### src/design/oes_pkg.sv
// Shared constants, types and control structs for the odd-even sort pass counter.
package oes_pkg;

	localparam int MAX_ELEMENTS = 64;
	localparam int ELEMENT_BITS = 32;
	localparam int VALUE_BITS   = 32;
	localparam int IDX_W        = $clog2(MAX_ELEMENTS);
	localparam int CNT_W        = $clog2(MAX_ELEMENTS + 1);
	localparam int PASS_BITS    = 7;
	localparam int PASS_MAX     = (1 << PASS_BITS) - 1;

	typedef logic signed [ELEMENT_BITS-1:0] elem_t;
	typedef logic signed [VALUE_BITS-1:0]   value_t;
	typedef logic [CNT_W-1:0]               count_t;
	typedef logic [PASS_BITS-1:0]           pass_count_t;

	typedef struct packed {
		logic load;
		logic start;
		logic pass;
		logic finish;
	} oes_cmd_t;

	typedef struct packed {
		logic done;
	} oes_sts_t;

endpackage

### src/design/oes_ctrl.sv
// Load and sort sequencer with the result valid flag.
module oes_ctrl (
	input  logic              clk,
	input  logic              arst_n,
	input  logic              in_valid,
	input  logic              in_last,
	output logic              in_ready,
	output logic              out_valid,
	input  logic              out_ready,
	input  oes_pkg::oes_sts_t sts,
	output oes_pkg::oes_cmd_t cmd
);
	import oes_pkg::*;

	localparam logic ST_LOAD = 1'b0;
	localparam logic ST_SORT = 1'b1;

	logic state_q;
	logic state_d;
	logic out_valid_q;
	logic accept;
	logic out_free;

	assign in_ready  = (state_q == ST_LOAD);
	assign accept    = in_valid && in_ready;
	assign out_free  = !out_valid_q || out_ready;
	assign out_valid = out_valid_q;

	always_comb begin
		cmd        = '0;
		state_d    = state_q;
		cmd.load   = accept;
		cmd.start  = accept && in_last;
		case (state_q)
			ST_LOAD: begin
				if (cmd.start) begin
					state_d = ST_SORT;
				end
			end
			ST_SORT: begin
				if (!sts.done) begin
					cmd.pass = 1'b1;
				end else if (out_free) begin
					cmd.finish = 1'b1;
					state_d    = ST_LOAD;
				end
			end
			default: begin
				state_d = ST_LOAD;
			end
		endcase
	end

	always_ff @(posedge clk or negedge arst_n) begin
		if (!arst_n) begin
			state_q     <= ST_LOAD;
			out_valid_q <= 1'b0;
		end else begin
			state_q <= state_d;
			if (cmd.finish) begin
				out_valid_q <= 1'b1;
			end else if (out_valid_q && out_ready) begin
				out_valid_q <= 1'b0;
			end
		end
	end

endmodule
### config.mk
export PLATFORM = sky130hd
export DESIGN_NAME = oes_ctrl
export DESIGN_NICKNAME = d
export VERILOG_FILES = /design/src/design/oes_pkg.sv /design/src/design/oes_ctrl.sv
export SDC_FILE = /design/constraint.sdc
export NUM_CORES = 1
export LEC_CHECK = 0
export BUFFER_PORTS_ARGS = -buffer_cell sky130_fd_sc_hd__buf_4
export CELL_PAD_IN_SITES_DETAIL_PLACEMENT = 0
export CELL_PAD_IN_SITES_GLOBAL_PLACEMENT = 1
export CORE_AREA = 2 2 39 41
export DETAILED_ROUTE_END_ITERATION = 10
export DIE_AREA = 0 0 41 43
export GPL_ROUTABILITY_DRIVEN = 0
export PLACE_DENSITY = 0.36
export SLEW_MARGIN = 5
export SYNTH_ARGS = -nofsm -noshare
export SYNTH_HDL_FRONTEND = slang
export SYNTH_SLANG_ARGS = --single-unit
### constraint.sdc
create_clock -name clk -period 1.34 [get_ports clk]
set_input_delay 0.201 -clock clk [delete_from_list [all_inputs] [get_ports clk]]
set_output_delay 0.201 -clock clk [all_outputs]
set_load 0.03 [all_outputs]
[Word level (Yosys, flattened, before mapping)]
Cells that the tools add are included.
W data, S select, Z words.
Storage, ports and cells
  register bits after elaboration: 2
  logic and storage cells: 19
Operators by class
  bitwise logic cells: 1
  reduce and logical (&&, ||, !) cells: 6
  multiplexer cells: 10
Operator list (count)
  $mux W1: 8
  $logic_and A1 B1 Y1: 3
  $mux W2: 1
  $pmux W1 S2: 1
  $reduce_bool A2 Y1: 1
  $logic_not A1 Y1: 1
  $logic_or A1 B1 Y1: 1
  $not A1 Y1: 1

[Depth between registers and ports, before layout]
  word-level depth: 6
  depth in mapped cells: 2

[Worst setup path after synthesis]
Ideal clock, no wire load.
  kind: register to output
  start point: register out_valid_q (netlist: out_valid)
  end point: output cmd[0] (netlist name)
  path slack: 0.056 ns
  path buffers: 0
  arrival: 1.083 ns
  cell stages (with the launch flop): 3
  path through: dfrtp_1 nand2b_4 nor2b_1
RTL lines
  from (decl): line oes_ctrl.sv:20  | logic out_valid_q;
  from (signal assigned): line oes_ctrl.sv:57  | out_valid_q <= 1'b0;
  from (signal assigned): line oes_ctrl.sv:61  | out_valid_q <= 1'b1;
  from (signal assigned): line oes_ctrl.sv:63  | out_valid_q <= 1'b0;
  to (decl): line oes_ctrl.sv:11  | output oes_pkg::oes_cmd_t cmd

==> metrics <==
Synth Net Count=19; hold depth=2; placed cell count=39; CP arrival=1.04 ns; vias in the first global route=~130; Worst slew margin=0.890; TritonRoute pass-1 iters=1; Final Util=0.178; CTS tree=yes; Pwr Density=1880 nW/um^2; core footprint=1380 sq um; Setup crit start kind=flop; Pleak=0.130 nW; Final Max Tran Viols=0; f_max=between 0.8 and 0.9 GHz; drt total wl=363 um; final setup skew=roughly 0.0029 ns; Rows=14; setup TNS=0 ns; Die H=43 um; Worst VDD drop=0.475 mV; Worst-Margin Slew=roughly 0.17 ns; final hold violation count=0; CTS Hold Buffers Added=1; I/O pins=12; final setup violation count=0; Seq/Total Area, Yosys=0.421; Max FO, Critical Path=5; Starting Density=0.0859; clk_lat worst skew=about 0.22 ns; postcts setup bufs=0; # clock sinks=2; Setup crit end kind=output port; r2r worst-path depth=2; drt wl/cell=~8.4 um; max cap viols=0; Avg Cell Area, Syn=between 9 and 10 sq um; Synth Cell Area=roughly 120 sq um; final worst path period need=1.24 ns; nets=35; Yosys cell types=11; initial antenna violation count=0; Setup Crit Path Kind=flop to output port; Tot GR Track Use=0.0492; Finished Layout Cells=43; most frequent cells in the layout=buf_4 (11), clkbuf_4 (3), nand2_1 (2), dfrtp_1 (2); Via density=between 3 and 4; Die X=41 um; Max Buffers Root-to-Sink=2; H-tree levels=1; fraction of layout cells with a size suffix above 1=0.593; initial DRC count=0; port bufs=11; Remaining DRCs=0; TritonCTS Buffers=3; yosys warns=0; post_cts resized=0; RSZ-0062 raised after global routing=no; Post-DRT Antenna Nets=0; gr ovfl total=0; Die Area=approximately 1800 sq um; first-pass GRT wire length=around 470 um; status=finished, final reports clean; flops & latches, synth=2; Layout area overhead=107%; vias=approximately 140; Period Utilization, post-route=0.928; Syn Inst Count=13; largest net degree at the start of global routing=6; CTS root buf=clkbuf_4; worst min path class=input pin to flop; antenna diode count=0; Reg clk slew, reported paths=0.03 ns; Worst EP required=roughly 1.1 ns; leading cell type in the layout, fill and taps excluded=buf_4
## area by class of cell
type / count / area (sq um)
clock buffers: 3 / 22.5
fillers: 158 / 1140
inverters: 1 / 3.75
multi-input cells: 9 / 57.6
flip-flops and latches: 2 / 50.0
well taps: 16 / 20.0
repair buffers: 12 / 92.6
## kinds of logic (layout without fill, tap and decap cells)
| logic type | after synthesis | after routing | share of synthesized area |
|---|---|---|---|
| simple gates | 7 | 7 | 0.390 |
| compound gates | 2 | 2 | 0.0947 |
| flops | 2 | 2 | 0.421 |
| buf+inv | 2 | 16 | 0.0947 |
## worst max-delay path: stages (launching register included)
cell	delay (ns)
dfrtp_1	0.41
nor2b_2	0.13
and2_1	0.13
buf_4	0.15
## stage by stage
stage | power (W) | hold slack [ns] | area (sq um) | setup slack, ns
after CTS | 0.000475 | 0.189 | 246 | 0.0703
after global routing | 0.000498 | 0.215 | 246 | 0.0127
after global placement | 0.000329 | -0.0136 | 214 | 0.319
after floorplan | 0.000247 | -0.0946 | 119 | 0.0561
final | 0.000462 | 0.204 | 246 | 0.0969
after detailed placement | 0.000328 | -0.0161 | 214 | 0.315
## Yosys cell counts
cell	number	area share
nand2b_4	1	0.12
nand2_1	2	0.063
nor2_1	1	0.032
nor2b_1	1	0.053
a21oi_1	1	0.042
a31oi_1	1	0.053
nor2b_2	1	0.074
and2_1	1	0.053
inv_1	1	0.032
buf_4	1	0.063
dfrtp_1	2	0.42
## report_power, final
part           switching, W  internal [W]  total (W)  leakage, nW
combinational      0.000135     0.0000887   0.000224       0.0919
clock             0.0000329     0.0000987   0.000132       0.0138
sequential        0.0000259     0.0000808   0.000107       0.0238
## routing by layer
layer | part of all wire | up-vias | global-route usage
li1 | - | 70 | -
met2 | 0.35 | 12 | 0.0563
met4 | 0 | 0 | 0.0800
met5 | 0 | - | 0
met1 | 0.38 | 55 | 0.0419
met3 | 0.26 | 0 | 0.0314
## sequential cells by signal (all words and copies together), names as in the netlist
register	count
out_valid	1
state_q	1
## path summary, 6_finish.rpt
kind | from | to | slack (ns)
min | sts | state_q$_DFF_PN0_ | 0.20
max reg2reg | state_q$_DFF_PN0_ | state_q$_DFF_PN0_ | 0.57
max in group asynchronous | arst_n | state_q$_DFF_PN0_ | 0.93
min in group asynchronous | arst_n | out_valid$_DFFE_PN0P_ | 0.32
min reg2reg | out_valid$_DFFE_PN0P_ | out_valid$_DFFE_PN0P_ | 0.55
max | state_q$_DFF_PN0_ | cmd[2] | 0.1
(Power assumes the default switching activity.)
